### config.mk
export PLATFORM = sky130hd
export DESIGN_NAME = line_fixed_string_matcher_core
export DESIGN_NICKNAME = d
export VERILOG_FILES = /design/src/rtl/core/lfsm_pkg.sv /design/src/rtl/core/lfsm_cell.sv /design/src/rtl/core/lfsm_result_fifo.sv /design/src/rtl/core/line_fixed_string_matcher_core.sv
export VERILOG_INCLUDE_DIRS = /design/src /design/src/rtl/core
export SDC_FILE = /design/constraint.sdc
export NUM_CORES = 1
export LEC_CHECK = 0
export BUFFER_PORTS_ARGS = -buffer_cell sky130_fd_sc_hd__buf_2
export CAP_MARGIN = 20
export CORE_ASPECT_RATIO = 1.2
export CORE_MARGIN = 4
export CORE_UTILIZATION = 25
export CTS_BUF_LIST = sky130_fd_sc_hd__clkbuf_2 sky130_fd_sc_hd__clkbuf_4 sky130_fd_sc_hd__clkbuf_8
export CTS_CLUSTER_SIZE = 25
export DETAILED_ROUTE_END_ITERATION = 12
export GPL_ROUTABILITY_DRIVEN = 0
export SYNTH_ARGS = -nofsm -noshare
export SYNTH_HDL_FRONTEND = slang
export SYNTH_SLANG_ARGS = --single-unit
### constraint.sdc
create_clock -name clk -period 9.4 [get_ports clk]
set_input_delay 0.94 -clock clk [delete_from_list [all_inputs] [get_ports clk]]
set_output_delay 0.94 -clock clk [all_outputs]
set_load 0.01 [all_outputs]
### src/rtl/core/line_fixed_string_matcher_core_macros.svh
// ----------------------------------------------------------------------------
// line fixed string matcher assertion macros
// shared assertion forms for the matcher core, clocked on clk, quiet in reset
// ----------------------------------------------------------------------------
`ifndef LINE_FIXED_STRING_MATCHER_CORE_MACROS_SVH
`define LINE_FIXED_STRING_MATCHER_CORE_MACROS_SVH

// condition that must hold at every edge out of reset
`define LFSM_ASSERT(label, prop, msg) \
  label: assert property (@(posedge clk) disable iff (rst) (prop)) else $error(msg);

// trigger at one edge implies the expectation at the next edge
`define LFSM_ASSERT_NEXT(label, trig, expect_now, msg) \
  label: assert property (@(posedge clk) disable iff (rst) \
    (trig) |=> (expect_now)) else $error(msg);

`endif

### src/rtl/core/lfsm_pkg.sv
`timescale 1ns / 1ps
// ----------------------------------------------------------------------------
// lfsm_pkg
// shared constants, types and helpers of the line fixed string matcher
// ----------------------------------------------------------------------------
package lfsm_pkg;

  // pattern and line limits
  localparam int PATTERN_MAX   = 32;
  localparam int PATTERN_BYTES = 32;
  localparam int PATTERN_WORDS = 4;
  localparam int MAX_LINE      = 4096;
  localparam int FILL_W        = $clog2(MAX_LINE);
  localparam int EFF_W         = $clog2(PATTERN_MAX + 1);

  // configuration register layout
  localparam int CFG_WORD_W  = 64;
  localparam int CFG_INDEX_W = 3;
  localparam int MODE_W      = 4;
  localparam int LEN_W       = 6;

  localparam logic [CFG_INDEX_W-1:0] CFG_MODE           = 3'd0;
  localparam logic [CFG_INDEX_W-1:0] CFG_PATTERN_LENGTH = 3'd1;
  localparam logic [CFG_INDEX_W-1:0] CFG_PATTERN_WORD_0 = 3'd2;
  localparam logic [CFG_INDEX_W-1:0] CFG_PATTERN_WORD_1 = 3'd3;
  localparam logic [CFG_INDEX_W-1:0] CFG_PATTERN_WORD_2 = 3'd4;
  localparam logic [CFG_INDEX_W-1:0] CFG_PATTERN_WORD_3 = 3'd5;

  // mode bits
  localparam int MODE_FOLD       = 0;
  localparam int MODE_INVERT     = 1;
  localparam int MODE_COUNT_ONLY = 2;
  localparam int MODE_STOP_FIRST = 3;

  // stream codes
  localparam logic ACTION_END   = 1'b1;
  localparam logic KIND_LINE    = 1'b0;
  localparam logic KIND_SUMMARY = 1'b1;

  // characters
  localparam logic [7:0] CHAR_NEWLINE = 8'h0A;
  localparam logic [7:0] CHAR_UPPER_A = 8'h41;
  localparam logic [7:0] CHAR_UPPER_Z = 8'h5A;
  localparam logic [7:0] CASE_OFFSET  = 8'd32;

  // result queue and output packing
  localparam int COUNT_W    = 32;
  localparam int FIFO_DEPTH = 4;
  localparam int PTR_W      = $clog2(FIFO_DEPTH);
  localparam int CNT_W      = $clog2(FIFO_DEPTH + 1);
  localparam int OUT_BITS   = 2 * COUNT_W + 1;
  localparam int OUT_DATA_W = ((OUT_BITS + 7) / 8) * 8;

  // per-cell controls
  typedef struct packed {
    logic step;
    logic clear;
    logic enable;
    logic tail;
  } cell_ctl_t;

  // one result item
  typedef struct packed {
    logic               result_kind;
    logic [COUNT_W-1:0] line_number;
    logic [COUNT_W-1:0] match_count;
    logic               found_flag;
    logic               last_result;
  } result_t;

  // ascii upper case to lower case when folding is on
  function automatic logic [7:0] fold_byte(input logic [7:0] c, input logic en);
    logic [7:0] r;
    r = c;
    if (en && c >= CHAR_UPPER_A && c <= CHAR_UPPER_Z) begin
      r = c + CASE_OFFSET;
    end
    return r;
  endfunction

  // saturating increment of a counter
  function automatic logic [COUNT_W-1:0] sat_inc(input logic [COUNT_W-1:0] v);
    logic [COUNT_W-1:0] r;
    r = (v == '1) ? v : v + 1'b1;
    return r;
  endfunction

endpackage

### src/rtl/core/lfsm_cell.sv
`timescale 1ns / 1ps
// ----------------------------------------------------------------------------
// lfsm_cell
// one position of the shift-and chain: holds one partial match bit
// ----------------------------------------------------------------------------
module lfsm_cell (
  input  logic               clk,
  input  logic               rst,
  input  lfsm_pkg::cell_ctl_t ctl,
  input  logic [7:0]         data_in,
  input  logic [7:0]         pattern_in,
  input  logic               prev_bit,
  output logic               match_bit,
  output logic               hit
);

  logic bit_next;

  // prefix of length j+1 still matches when the shorter one did and this byte agrees
  assign bit_next = prev_bit & ctl.enable & (data_in == pattern_in);
  assign hit      = ctl.tail & bit_next;

  // partial match bit, cleared at each line end and at end of stream
  always_ff @(posedge clk) begin
    if (rst || ctl.clear) begin
      match_bit <= 1'b0;
    end else if (ctl.step) begin
      match_bit <= bit_next;
    end
  end

endmodule

### src/rtl/core/lfsm_result_fifo.sv
`timescale 1ns / 1ps
// ----------------------------------------------------------------------------
// lfsm_result_fifo
// small result queue, takes up to two results a cycle and hands out one
// ----------------------------------------------------------------------------
module lfsm_result_fifo (
  input  logic              clk,
  input  logic              rst,
  input  logic [1:0]        wr_count,
  input  lfsm_pkg::result_t wr_first,
  input  lfsm_pkg::result_t wr_second,
  output logic              room,
  output logic              out_valid,
  input  logic              out_ready,
  output lfsm_pkg::result_t out_data
);

  lfsm_pkg::result_t mem [lfsm_pkg::FIFO_DEPTH];

  logic [lfsm_pkg::PTR_W-1:0] wptr;
  logic [lfsm_pkg::PTR_W-1:0] wptr_plus;
  logic [lfsm_pkg::PTR_W-1:0] rptr;
  logic [lfsm_pkg::CNT_W-1:0] count;
  logic                       pop;

  assign pop       = out_valid & out_ready;
  assign wptr_plus = wptr + 1'b1;

  // room for a worst case of two results
  assign room      = count <= lfsm_pkg::CNT_W'(lfsm_pkg::FIFO_DEPTH - 2);
  assign out_valid = count != '0;
  assign out_data  = mem[rptr];

  // storage
  always_ff @(posedge clk) begin
    if (wr_count != 2'd0) begin
      mem[wptr] <= wr_first;
    end
    if (wr_count == 2'd2) begin
      mem[wptr_plus] <= wr_second;
    end
  end

  // pointers and fill level
  always_ff @(posedge clk) begin
    if (rst) begin
      wptr  <= '0;
      rptr  <= '0;
      count <= '0;
    end else begin
      wptr  <= wptr + lfsm_pkg::PTR_W'(wr_count);
      rptr  <= rptr + lfsm_pkg::PTR_W'(pop);
      count <= count + lfsm_pkg::CNT_W'(wr_count) - lfsm_pkg::CNT_W'(pop);
    end
  end

endmodule

### src/rtl/core/line_fixed_string_matcher_core.sv
`timescale 1ns / 1ps
// ----------------------------------------------------------------------------
// line_fixed_string_matcher_core
// line-oriented fixed string search over a byte stream
// ----------------------------------------------------------------------------
// Takes one stream byte (or an end-of-stream mark) per transfer and accepts
// a new transfer every cycle while the result queue has room. Each byte
// updates a row of 32 shift-and cells; a line ends at newline or after 4095
// bytes, and each selected line is reported by number unless count-only or
// stop-at-first is set. End of stream yields a summary with line count, match
// count and found flag. Results go through a four-entry queue; input ready
// drops while fewer than two entries are free, so a byte stream sustains one
// byte per cycle while the receiver keeps up, and an end-of-stream mark may
// yield two results. No clearing pass is needed after reset.
// ----------------------------------------------------------------------------
`include "line_fixed_string_matcher_core_macros.svh"

module line_fixed_string_matcher_core (
  input  logic                                clk,
  input  logic                                rst,
  // configuration writes
  input  logic                                cfg_we,
  input  logic [lfsm_pkg::CFG_INDEX_W-1:0]    cfg_index,
  input  logic [lfsm_pkg::CFG_WORD_W-1:0]     cfg_data,
  // input stream
  input  logic                                s_axis_tvalid,
  output logic                                s_axis_tready,
  input  logic [7:0]                          s_axis_tdata,  // [7:0] data_byte
  input  logic                                s_axis_tuser,  // [0] action
  // result stream
  output logic                                m_axis_tvalid,
  input  logic                                m_axis_tready,
  // [31:0] line_number, [63:32] match_count, [64] found_flag, rest zero
  output logic [lfsm_pkg::OUT_DATA_W-1:0]     m_axis_tdata,
  output logic                                m_axis_tuser,  // [0] result_kind
  output logic                                m_axis_tlast   // last_result
);

  localparam int NCELL = lfsm_pkg::PATTERN_MAX;

  // configuration registers
  logic [lfsm_pkg::MODE_W-1:0]     mode;
  logic [lfsm_pkg::LEN_W-1:0]      pattern_length;
  logic [lfsm_pkg::CFG_WORD_W-1:0] pattern_word [lfsm_pkg::PATTERN_WORDS];

  // stream state
  logic                            line_hit;
  logic [lfsm_pkg::FILL_W-1:0]     line_fill;
  logic [lfsm_pkg::COUNT_W-1:0]    line_counter;
  logic [lfsm_pkg::COUNT_W-1:0]    selected_counter;
  logic                            any_selected;
  logic                            stopped;

  // chain signals
  logic [NCELL-1:0]                match_vec;
  logic [NCELL-1:0]                cell_hit;
  logic [7:0]                      data_folded;
  logic [lfsm_pkg::EFF_W-1:0]      eff_len;

  // item decode
  logic accept, is_end, is_nl, data_live, step, cut, line_end, hit_now, sel;
  logic report, summary, chain_clear;
  logic [lfsm_pkg::COUNT_W-1:0] lc_after, sc_after;
  logic any_after;

  // results
  lfsm_pkg::result_t res0, res1, res_out;
  logic [1:0]        res_n;
  logic              room;

  // configuration writes
  always_ff @(posedge clk) begin
    if (rst) begin
      mode           <= '0;
      pattern_length <= '0;
      for (int w = 0; w < lfsm_pkg::PATTERN_WORDS; w++) begin
        pattern_word[w] <= '0;
      end
    end else if (cfg_we) begin
      case (cfg_index)
        lfsm_pkg::CFG_MODE:           mode            <= cfg_data[lfsm_pkg::MODE_W-1:0];
        lfsm_pkg::CFG_PATTERN_LENGTH: pattern_length  <= cfg_data[lfsm_pkg::LEN_W-1:0];
        lfsm_pkg::CFG_PATTERN_WORD_0: pattern_word[0] <= cfg_data;
        lfsm_pkg::CFG_PATTERN_WORD_1: pattern_word[1] <= cfg_data;
        lfsm_pkg::CFG_PATTERN_WORD_2: pattern_word[2] <= cfg_data;
        lfsm_pkg::CFG_PATTERN_WORD_3: pattern_word[3] <= cfg_data;
        default: ;
      endcase
    end
  end

  // effective pattern length, limited to the chain length
  assign eff_len = (pattern_length > lfsm_pkg::LEN_W'(lfsm_pkg::PATTERN_MAX))
                 ? lfsm_pkg::EFF_W'(lfsm_pkg::PATTERN_MAX)
                 : lfsm_pkg::EFF_W'(pattern_length);

  // item decode
  assign accept      = s_axis_tvalid & s_axis_tready;
  assign is_end      = s_axis_tuser == lfsm_pkg::ACTION_END;
  assign is_nl       = s_axis_tdata == lfsm_pkg::CHAR_NEWLINE;
  assign data_live   = accept & ~is_end & ~stopped;
  assign step        = data_live & ~is_nl & (eff_len != '0);
  assign cut         = data_live & ~is_nl
                     & (line_fill == lfsm_pkg::FILL_W'(lfsm_pkg::MAX_LINE - 2));
  assign line_end    = (data_live & is_nl) | cut
                     | (accept & is_end & ~stopped & (line_fill != '0));
  assign summary     = accept & is_end;
  assign chain_clear = line_end | summary;
  assign data_folded = lfsm_pkg::fold_byte(s_axis_tdata, mode[lfsm_pkg::MODE_FOLD]);

  // shift-and chain
  for (genvar j = 0; j < NCELL; j++) begin : g_cell
    lfsm_pkg::cell_ctl_t ctl;
    logic [7:0]          pat;
    logic                prev;

    if (j < lfsm_pkg::PATTERN_BYTES) begin : g_pat
      assign pat = lfsm_pkg::fold_byte(pattern_word[j / 8][(j % 8) * 8 +: 8],
                                       mode[lfsm_pkg::MODE_FOLD]);
    end else begin : g_zero
      assign pat = 8'h00;
    end

    if (j == 0) begin : g_head
      assign prev = 1'b1;
    end else begin : g_link
      assign prev = match_vec[j-1];
    end

    assign ctl.step   = step;
    assign ctl.clear  = chain_clear;
    assign ctl.enable = lfsm_pkg::EFF_W'(j) < eff_len;
    assign ctl.tail   = lfsm_pkg::EFF_W'(j + 1) == eff_len;

    lfsm_cell u_cell (
      .clk        (clk),
      .rst        (rst),
      .ctl        (ctl),
      .data_in    (data_folded),
      .pattern_in (pat),
      .prev_bit   (prev),
      .match_bit  (match_vec[j]),
      .hit        (cell_hit[j])
    );
  end

  // line selection and counters after this item
  assign hit_now   = step & (|cell_hit);
  assign sel       = ((eff_len == '0) | line_hit | hit_now) ^ mode[lfsm_pkg::MODE_INVERT];
  assign lc_after  = line_end ? lfsm_pkg::sat_inc(line_counter) : line_counter;
  assign sc_after  = (line_end & sel) ? lfsm_pkg::sat_inc(selected_counter)
                                      : selected_counter;
  assign any_after = any_selected | (line_end & sel);
  assign report    = line_end & sel & ~mode[lfsm_pkg::MODE_STOP_FIRST]
                   & ~mode[lfsm_pkg::MODE_COUNT_ONLY];

  // result assembly: optional line report, then summary on end of stream
  always_comb begin
    res0.result_kind = lfsm_pkg::KIND_LINE;
    res0.line_number = lc_after;
    res0.match_count = sc_after;
    res0.found_flag  = any_after;
    res0.last_result = 1'b1;
    res1             = res0;
    res1.result_kind = lfsm_pkg::KIND_SUMMARY;
    res_n            = 2'd0;
    if (report && summary) begin
      res0.last_result = 1'b0;
      res_n            = 2'd2;
    end else if (report) begin
      res_n = 2'd1;
    end else if (summary) begin
      res0  = res1;
      res_n = 2'd1;
    end
  end

  // stream state update
  always_ff @(posedge clk) begin
    if (rst) begin
      line_hit         <= 1'b0;
      line_fill        <= '0;
      line_counter     <= '0;
      selected_counter <= '0;
      any_selected     <= 1'b0;
      stopped          <= 1'b0;
    end else if (summary) begin
      line_hit         <= 1'b0;
      line_fill        <= '0;
      line_counter     <= '0;
      selected_counter <= '0;
      any_selected     <= 1'b0;
      stopped          <= 1'b0;
    end else begin
      if (line_end) begin
        line_hit  <= 1'b0;
        line_fill <= '0;
      end else if (data_live && !is_nl) begin
        line_hit  <= line_hit | hit_now;
        line_fill <= line_fill + 1'b1;
      end
      line_counter     <= lc_after;
      selected_counter <= sc_after;
      any_selected     <= any_after;
      if (line_end && sel && mode[lfsm_pkg::MODE_STOP_FIRST]) begin
        stopped <= 1'b1;
      end
    end
  end

  // result queue
  lfsm_result_fifo u_fifo (
    .clk       (clk),
    .rst       (rst),
    .wr_count  (res_n),
    .wr_first  (res0),
    .wr_second (res1),
    .room      (room),
    .out_valid (m_axis_tvalid),
    .out_ready (m_axis_tready),
    .out_data  (res_out)
  );

  assign s_axis_tready = room;
  assign m_axis_tdata  = {{(lfsm_pkg::OUT_DATA_W - lfsm_pkg::OUT_BITS){1'b0}},
                          res_out.found_flag, res_out.match_count, res_out.line_number};
  assign m_axis_tuser  = res_out.result_kind;
  assign m_axis_tlast  = res_out.last_result;

  // checks
  `LFSM_ASSERT_NEXT(a_end_gives_output, summary, m_axis_tvalid, "end of stream left no result")
  `LFSM_ASSERT(a_stopped_no_report, !(stopped && report), "line report while stopped")
  `LFSM_ASSERT_NEXT(a_line_end_clears, line_end, (match_vec == '0) && !line_hit, "line state kept")
  `LFSM_ASSERT_NEXT(a_select_sets_found, line_end && sel && !summary, any_selected, "found flag lost")

endmodule

# ---- Word level (Yosys, flattened, before mapping)
# Memory sizes are Yosys's and may differ from the RTL's. A register that Yosys moved wholly into a read port is not among the register bits.
# Index checks and enable logic that the tools add are counted.
dict set report op_classes {
  n_bitwise 127
  order_cmp 100
  addsub 41
  reduce_logical 83
  muxes 72
  n_eq_ne 74
}
# operator n
set ops {}
lappend ops {{8-bit by 6-bit adder with 8-bit output (second input constant)} 33}
lappend ops {{8-bit by 7-bit >= comparator with 1-bit output (second input constant)} 33}
lappend ops {{8-bit by 7-bit <= comparator with 1-bit output (second input constant)} 33}
lappend ops {{8-bit 2-to-1 mux} 33}
lappend ops {{8-bit == test} 32}
lappend ops {{64-bit 2-to-1 mux} 4}
lappend ops {{67-bit 2-to-1 mux} 2}
lappend ops {{32-bit 2-to-1 mux} 4}
lappend ops {{1-bit AND} 110}
lappend ops {{5-bit by 6-bit == test with 1-bit output (first input constant)} 16}
lappend ops {{5-bit by 6-bit < comparator with 1-bit output (first input constant)} 16}
lappend ops {{1-bit logical AND} 70}
lappend ops {{66-bit 2-to-1 mux} 1}
lappend ops {{32-bit by 1-bit adder with 32-bit output (second input constant)} 2}
lappend ops {{32-bit == test (second input constant)} 2}
lappend ops {{4-bit by 6-bit == test with 1-bit output (first input constant)} 8}
lappend ops {{4-bit by 6-bit < comparator with 1-bit output (first input constant)} 8}
lappend ops {{32-bit OR reduction} 1}
lappend ops {{3-bit by 6-bit == test with 1-bit output (first input constant)} 4}
lappend ops {{3-bit by 6-bit < comparator with 1-bit output (first input constant)} 4}
lappend ops {{1-bit 2-to-1 mux} 24}
lappend ops {{12-bit by 1-bit adder with 12-bit output (second input constant)} 1}
lappend ops {{12-bit == test (second input constant)} 1}
lappend ops {{2-bit by 6-bit == test with 1-bit output (first input constant)} 2}
lappend ops {{32 further kinds} 53}
dict set report word_totals {
  mem_bits_rw 524
  register_bits 127
  in_bits 81
  word_cells 541
  memories 2
}
# memory words width read_ports rd_ports_with_merged_regs write_ports line_no
set mem_list {}
lappend mem_list {u_fifo.mem 4 67 1 1 2 lfsm_result_fifo.sv:18} ;# lfsm_pkg::result_t mem [lfsm_pkg::FIFO_DEPTH];
lappend mem_list {pattern_word 4 64 4 0 4 line_fixed_string_matcher_core.sv:44} ;# logic [lfsm_pkg::CFG_WORD_W-1:0] pattern_word [lfsm_pkg::PATTERN_WORDS];

# ---- Longest topological paths before layout
# Gate-level depths: netlist (run 1).
# An unclocked memory read counts as a cell.
dict set report logic_depth {
  word_depth 20
  ltp_mapped 26
}

# ---- Cells and area by module
# Synthesis (run 1) repeated with hierarchy kept, for this count alone.
dict set report hier_totals {
  cells_unflattened 2768
  area_unflattened_um2 35181.2
}
# module cells_per_inst area_each_um2 n_inst
set by_module_without_submodules {}
lappend by_module_without_submodules {line_fixed_string_matcher_core 1561 17145.2 1}
lappend by_module_without_submodules {lfsm_result_fifo 695 13351.6 1}
lappend by_module_without_submodules {lfsm_cell 16 146.4 32}

# ---- Worst setup path before layout (run 1)
# Ideal clock, no wire load.
dict set report synth_path {
  path_type {input -> register}
  startpoint {input port s_axis_tdata[2]}
  endpoint {memory u_fifo.mem[2][19] in the netlist's numbering, data pin}
  arrival_ns 7.589
  required_time_ns 9.253
  path_buffers 5
  slack_ns 1.664
  path_stages 24
  path_cell_list {buf_2 or3_4 or3_4 a31o_1 buf_2 xnor2_1 or4_1 o32ai_1 a211oi_1 nand3_1 mux2_2 and2_1 clkbuf_1 nand2_1 or3_1 ha_1 inv_1 nand2_1 o21a_1 inv_1 clkbuf_1 clkbuf_1 o311ai_0 nand2_1}
}
# item line_no
set synth_rtl {}
lappend synth_rtl {{start: declaration} line_fixed_string_matcher_core.sv:28} ;# input logic [7:0] s_axis_tdata,
lappend synth_rtl {{end: declaration} lfsm_result_fifo.sv:18}

==> results of run 1 <==
-- power by group through the flow --
stage	combinational (uW)	sequential (uW)	clock, uW
2_1_floorplan	808	3430	0
3_3_place_gp	1230	3490	0
3_5_place_dp	1250	3500	0
4_1_cts	1250	3440	2650
5_1_grt	1320	3460	2790
6_report	1210	3440	2580
-- sequential cells by signal (all words and copies together) (netlist names), 3 cells and up --
signal                   flops
pattern_word               256
g_cell.u_cell.match_bit     31
line_counter                32
u_fifo.mem                 268
selected_counter            32
pattern_length               6
line_fill                   12
u_fifo.count                 3
mode                         4
-- area by class of cell --
class                           count  share of cell area (%)
Sequential cell                   651                    46.9
Multi-Input combinational cell   2155                    37.9
Tap cell                         1788                    5.77
Clock buffer                      167                    5.17
Timing Repair Buffer              192                    2.81
Inverter                           82                   0.807
Clock inverter                     36                   0.565
Antenna cell                        5                  0.0323
-- kinds of logic after synthesis --
logic type / share of synthesized area (%)
buffers and inverters: 3.18
XOR/XNOR: 7.91
adder cells (fa/ha/maj): 1.76
other: 0.0111
AND/OR/NAND/NOR: 19.8
AO/OA/AOI/OAI: 7.49
flip-flops: 53.8
multiplexers: 6.06
-- critical path, cell delays in order --
cell	delay [ns]
buf_2	0.63
a21o_1	0.28
nand3_1	0.17
a31oi_4	0.80
buf_4	0.43
xor2_1	0.16
nand4_1	0.10
o21ai_0	0.11
nor4_1	0.26
nand4_1	0.14
a21oi_1	0.51
and2_1	0.37
nand2_1	0.10
or3_1	0.35
ha_1	0.24
a21oi_1	0.33
nand2b_2	0.29
clkinv_2	0.28
buf_4	0.61
-- cells in the mapped netlist, types with 13 or more instances --
library cell / number / area, sq um
nand3_1: 75 / 375
o21a_1: 14 / 105
o21ai_0: 47 / 235
or4_1: 36 / 270
edfxtp_1: 516 / 15500
nand2b_1: 36 / 225
xor2_1: 134 / 1170
a41oi_1: 15 / 131
clkbuf_1: 127 / 477
mux4_2: 67 / 1510
nor2b_1: 13 / 81.3
nor3_1: 45 / 225
o41ai_1: 20 / 175
xnor2_1: 170 / 1490
nor4_1: 33 / 206
inv_1: 81 / 304
nand4_1: 89 / 557
ha_1: 46 / 576
and2_1: 269 / 1680
mux2i_1: 53 / 531
and3_1: 22 / 138
a21o_1: 15 / 113
a31oi_1: 30 / 188
dfxtp_1: 135 / 2700
nor2_1: 352 / 1320
nand2_1: 209 / 785
a21oi_1: 162 / 811
or3_1: 27 / 169
nor3b_1: 14 / 105
-- worst max path at each step --
stage               startpoint                end  slack [ns]  cells after the start
6_report       s_axis_tdata[1]  u_fifo.mem[1][65]        2.55                     19
5_1_grt        s_axis_tdata[1]   u_fifo.mem[1][6]        2.13                     20
4_1_cts        s_axis_tdata[1]   u_fifo.mem[1][6]        2.63                     21
3_5_place_dp   s_axis_tdata[1]  u_fifo.mem[1][30]        1.84                     21
3_3_place_gp   s_axis_tdata[1]  u_fifo.mem[1][30]        1.93                     21
2_1_floorplan  s_axis_tdata[2]  u_fifo.mem[2][19]        1.66                     24
-- stage by stage --
stage               utilization [%]  setup slack (ns)
global placement               27.2              1.93
detailed placement             27.2              1.84
finish                         28.9              2.55
global route                   28.9              2.13
floorplan                         -              1.66
CTS                            28.9              2.63
-- routing by layer --
metal  global-route usage, %  vias to the layer above  part of all wire (%)
met5                       0                        -                     0
li1                        -                    11400                     -
met2                    23.4                      768                    50
met1                    16.8                    11800                    41
met4                    4.67                        0                   3.5
met3                    2.05                      199                   6.0
==> results.md, run 1 <==
| Stage | Quantity | Value |
|:---|:---|:---|
| yosys | Instance count of the mapped netlist | 3053 |
| hold path | Hold path startpoint | g_cell[30].u_cell.match_bit |
| clock tree | Number of H-tree levels | 3 |
| setup path | Length in cells of the worst reg-to-reg path | 17 |
| setup path | Worst Path Max Fanout | 45 |
| final layout | Most common cell after layout, fill and taps aside | edfxtp_1 |
| detailed routing | Violation count after the first detailed-route iteration | 1959 |
| timing | Transition time of the tightest slew-check pin | 1.11 ns |
| pwr | P per Cell Area | 187 nW/um^2 |
| final layout | Share of final-layout standard cells stronger than drive strength 1 | 15.6% |
| clock tree | Number of hold-repair buffers added at the cts stage | 0 |
| timing | Worst setup skew after layout | 0.0400 ns |
| timing | Min Clock Period, post-route | 6.85 ns |
| pwr | Worst IR Drop VDD | 0.112 mV |
| detailed routing | First-pass DRT Iterations | 5 |
| global routing | Leftover overflow at the end of global routing | 0 |
| clock tree | CTS sink cnt | 651 |
| detailed routing | Post-DR vias/cell | 4.75 |
| setup path | Startpoint-to-endpoint class of the critical path | in2reg |
| global routing | Vias in the first global route | 23800 |
| timing | Pins over their slew limit | 0 |
| hold path | Number of instances on the worst hold path | 2 |
| floorplanning | Die footprint | 141000 sq um |
| placement | Post-DP HPWL | 66.5 mm |
| yosys | Yosys reg bits | 651 |
| final layout | Post-route cell area | 38800 sq um |
| pwr | Share of power burned in the clock network | 35.7% |
| pwr | Sw Pwr | 2070 uW |
| clock tree | Number of setup buffers added after CTS | 0 |
| setup path | Reg2reg start | mode[0] |
| pwr | Sequential group share of total power | 47.5% |
| clock tree | CTS max path bufs | 3 |
| floorplanning | Top-level port count | 157 |
| yosys | Avg Inst Size Synth | 11.1 sq um |
| final layout | Number of nets at the end of the flow | 3317 |
| hold path | Type of the worst min-delay path | reg2reg |
| timing | Highest achievable clock rate | 146 MHz |
| setup path | RR Endpoint | u_fifo.mem[1][65] |
| clock tree | CTS-repair resized insts | 0 |
| detailed routing | Count of vias placed by the detailed router | 24100 |
| floorplanning | DIE HEIGHT | 411 microns |
| yosys | Distinct cells, synth | 80 |
| yosys | Share of synthesized flip-flops with an asynchronous set or reset | 0% |
| final layout | Area used by multi-input combinational logic | 14700 sq um |
| pwr | Switching share of power | 28.7% |
| global routing | Global-route total usage across every layer | 13.4% |
| pwr | Total internal power | 5160 uW |
| timing | Final-layout setup total negative slack | 0 ns |
| setup path | CP Launch Type | input pin |
| pwr | Power, Total | 7240 uW |
| pwr | Static leakage | 0.0132 uW |
| yosys | Cell area after synthesis | 33900 sq um |
| setup path | Critical path data required time | 9.74 ns |
| clock tree | Insertion delay of the later-clocked pin in the worst-skew pair | 0.75 ns |
| clock tree | Number of buffers added by the clock tree synthesis step | 107 |
| floorplanning | Width of the chip | 344 microns |
| final layout | Fillers | 13900 |
| job | Max capacitance violation total | 0 |
| final layout | Leading cell types in the layout, fill and taps excluded | 516 x edfxtp_1, 348 x nor2_1, 269 x and2_1 |
| placement | Post-placement cell area | 36500 sq um |
| setup path | Setup slack of the most critical reg-to-reg path | 2.70 ns |
| setup path | CP arrival | 7.19 ns |
| timing | Final Setup Violations | 0 |
| timing | Period utilisation layout | 72.9% |
| floorplanning | Standard cell core area | 134000 sq um |
| yosys | Dominant synthesized flop cell | edfxtp_1 |
| global routing | Wire length of the first global-routing pass | 146 mm |
| floorplanning | Effective utilization at floorplan | 25.2% |
| setup path | Crit end category | flop |
| clock tree | Cell chosen for the clock root | clkbuf_8 |
| pwr | Combinational power share | 16.8% |
| final layout | Register Area | 18200 sq um |
| detailed routing | Wire length reported by the detailed router | 97.2 mm |
| placement | Placed Cells incl. Taps | 4866 |
| clock tree | CTS tree | yes |
| timing | Hold violation count in the final report | 0 |
| global routing | Antenna violations before repair | 9 |
| yosys | Count of warnings emitted by yosys | 0 |
| detailed routing | DRC violation count after routing | 0 |
| global routing | Maximum number of pins on one net before global-route repair | 72 |
| outcome | Status | finished, final reports clean |
| yosys | Portion of the post-synthesis area used by sequential elements | 53.8% |
| detailed routing | Number of nets still failing antenna checks after routing | 0 |
| timing | Worst hold slack | 0.453 ns |
| final layout | Post-route non-filler standard cell count | 5076 |
| hold path | Min-Delay Endpoint | g_cell[30].u_cell.match_bit |
| clock tree | Clock-pin slew on the worst setup and hold paths | 0.06 ns |
| timing | Worst-case headroom to the max-slew limit | 25.8% |
| placement | Number of I/O port buffers | 149 |
| final layout | Area added between synthesis and finish | 14.5% |
| yosys | EDFF count, synth | 516 |
| detailed routing | Post-detailed-route wirelength per cell | 19.1 microns |
| floorplanning | Placement Rows | 147 |
| timing | Setup repair after global routing missed its margin | no |
(Power assumes the default switching activity.)
==> run 2, diff against run 1 <==
==> constraint.sdc (replaced) <==
create_clock -name clk -period 6.15 [get_ports clk]
set_input_delay 0.615 -clock clk [delete_from_list [all_inputs] [get_ports clk]]
set_output_delay 0.615 -clock clk [all_outputs]
set_load 0.01 [all_outputs]
==> run 2 against run 1 <==
Effect of this change:
- flip-flop and latch count unchanged
- non-clock buffer count rose by 28
- critical path depth is 1 higher
- largest power group unchanged
- clock power increased by 56%
==> results.md, run 2 (same netlist as run 1, synthesis figures left out) <==
| Stage | Quantity | Value |
|:---|:---|:---|
| final layout | Max FFs per register | 268 |
| clock tree | Number of setup buffers added after CTS | 0 |
| hold path | Hold path startpoint | cfg_data[34] |
| timing | Transition time of the tightest slew-check pin | 1.02 ns |
| setup path | CP arrival | 6.12 ns |
| pwr | Power, Total | 11200 uW |
| detailed routing | Post-detailed-route wirelength per cell | 19.2 microns |
| final layout | Fillers | 13800 |
| hold path | Type of the worst min-delay path | in2reg |
| setup path | Critical path data required time | 6.59 ns |
| global routing | Maximum number of pins on one net before global-route repair | 72 |
| timing | Worst hold slack | 0.207 ns |
| global routing | Global-route total usage across every layer | 13.6% |
| setup path | Setup slack of the most critical reg-to-reg path | 0.48 ns |
| final layout | Share of final-layout standard cells stronger than drive strength 1 | 15.9% |
| setup path | Reg2reg start | mode[0] |
| outcome | Status | finished, final reports clean |
| clock tree | CTS max path bufs | 3 |
| final layout | Area added between synthesis and finish | 15.8% |
| detailed routing | First-pass DRT Iterations | 5 |
| clock tree | CTS tree | yes |
| pwr | Worst IR Drop VDD | 0.183 mV |
| detailed routing | Count of vias placed by the detailed router | 24400 |
| floorplanning | Placement Rows | 147 |
| pwr | Static leakage | 0.0134 uW |
| setup path | CP Launch Type | flop |
| clock tree | Cell chosen for the clock root | clkbuf_8 |
| clock tree | Insertion delay of the later-clocked pin in the worst-skew pair | 0.76 ns |
| setup path | Crit end category | flop |
| global routing | Wire length of the first global-routing pass | 148 mm |
| floorplanning | Top-level port count | 157 |
| timing | Period utilisation layout | 92.3% |
| floorplanning | Standard cell core area | 134000 sq um |
| setup path | Worst Path Max Fanout | 25 |
| job | Max capacitance violation total | 0 |
| clock tree | Number of H-tree levels | 3 |
| clock tree | CTS sink cnt | 651 |
| pwr | P per Cell Area | 286 nW/um^2 |
| final layout | Post-route non-filler standard cell count | 5108 |
| final layout | Number of nets at the end of the flow | 3347 |
| timing | Worst setup skew after layout | 0.0492 ns |
| setup path | Capturing element of the worst setup path | u_fifo.mem[0][28] |
| floorplanning | DIE HEIGHT | 411 microns |
| floorplanning | Width of the chip | 344 microns |
| final layout | Leading cell types in the layout, fill and taps excluded | 516 x edfxtp_1, 348 x nor2_1, 269 x and2_1 |
| global routing | Leftover overflow at the end of global routing | 0 |
| timing | Worst-case headroom to the max-slew limit | 32.2% |
| detailed routing | Post-DR vias/cell | 4.77 |
| final layout | Most common cell after layout, fill and taps aside | edfxtp_1 |
| timing | Highest achievable clock rate | 176 MHz |
| detailed routing | Number of nets still failing antenna checks after routing | 0 |
| floorplanning | Effective utilization at floorplan | 25.2% |
| timing | Setup repair after global routing missed its margin | no |
| placement | Placed Cells incl. Taps | 4895 |
| floorplanning | Die footprint | 141000 sq um |
| global routing | Vias in the first global route | 24300 |
| timing | Hold violation count in the final report | 0 |
| placement | Number of I/O port buffers | 149 |
| detailed routing | Violation count after the first detailed-route iteration | 1829 |
| detailed routing | Wire length reported by the detailed router | 98.0 mm |
| clock tree | Number of buffers added by the clock tree synthesis step | 109 |
| clock tree | CTS-repair resized insts | 0 |
| timing | Final Setup Violations | 0 |
| clock tree | Number of hold-repair buffers added at the cts stage | 0 |
| setup path | Start point of the critical path | mode[0] |
| clock tree | Clock-pin slew on the worst setup and hold paths | 0.06 ns |
| timing | Pins over their slew limit | 0 |
| detailed routing | DRC violation count after routing | 0 |
| setup path | Length in cells of the worst reg-to-reg path | 20 |
| setup path | Startpoint-to-endpoint class of the critical path | reg2reg |
| timing | Min Clock Period, post-route | 5.67 ns |
| final layout | Most flop-heavy register | u_fifo.mem |
| setup path | RR Endpoint | u_fifo.mem[0][28] |
| global routing | Antenna violations before repair | 13 |
| placement | Post-DP HPWL | 68.1 mm |
| final layout | Largest registers | u_fifo.mem (268), pattern_word (256) |
run 2: how the worst min path moves through the flow:
stage	depth (start not counted)	slack, ns	end
CTS	2	0.13	pattern_word[2][34]
detailed placement	2	0.45	g_cell[30].u_cell.match_bit
floorplan	2	0.43	line_hit
finish	2	0.21	pattern_word[3][34]
global placement	2	0.44	line_hit
global route	2	0.15	pattern_word[2][34]
run 2: area by class of cell:
type | instances | area [sq um] | area share [%]
Sequential cell | 651 | 18200 | 46.5
Multi-Input combinational cell | 2155 | 14700 | 37.5
Tap cell | 1788 | 2240 | 5.71
Clock buffer | 146 | 1800 | 4.60
Timing Repair Buffer | 220 | 1450 | 3.70
Clock inverter | 60 | 472 | 1.20
Inverter | 82 | 313 | 0.798
Antenna cell | 6 | 15.0 | 0.0383
run 2: stage by stage:
step | instance area [sq um] | util, % | setup slack, ns | TNS, ns
2_1_floorplan | 33900 | - | -0.109 | -0.109
3_3_place_gp | 36900 | 27.5 | 0.134 | 0
3_5_place_dp | 36900 | 27.5 | -0.0618 | -0.276
4_1_cts | 39200 | 29.2 | 0.445 | 0
5_1_grt | 39200 | 29.2 | 0.0756 | 0
6_report | 39200 | 29.2 | 0.477 | 0
run 2: per-layer routing:
metal	wire length, microns	global-route usage, %
met1	40200	16.7
met2	49000	23.9
met3	5720	2.50
met4	3080	4.38
met5	13	0
run 2: power breakdown:
group          total [uW]  internal (uW)  switching [uW]
sequential           5280           5030             247
combinational        1880            770            1110
clock                4030           2150            1880
run 2: worst max-delay path, cell delays in order (launching register included):
cell,delay [ns]
dfxtp_1,0.36
a31oi_1,0.13
a311oi_4,0.84
buf_4,0.45
xnor2_1,0.14
nand4_1,0.13
o31ai_1,0.10
a2111oi_2,0.45
nand3_1,0.21
mux2_2,0.39
and2_1,0.18
nand2_1,0.08
nor3_1,0.05
ha_1,0.23
and2_1,0.18
nand2_1,0.07
a21boi_4,0.44
clkinv_2,0.46
buf_12,0.31
nand2b_1,0.07
mux2i_1,0.06
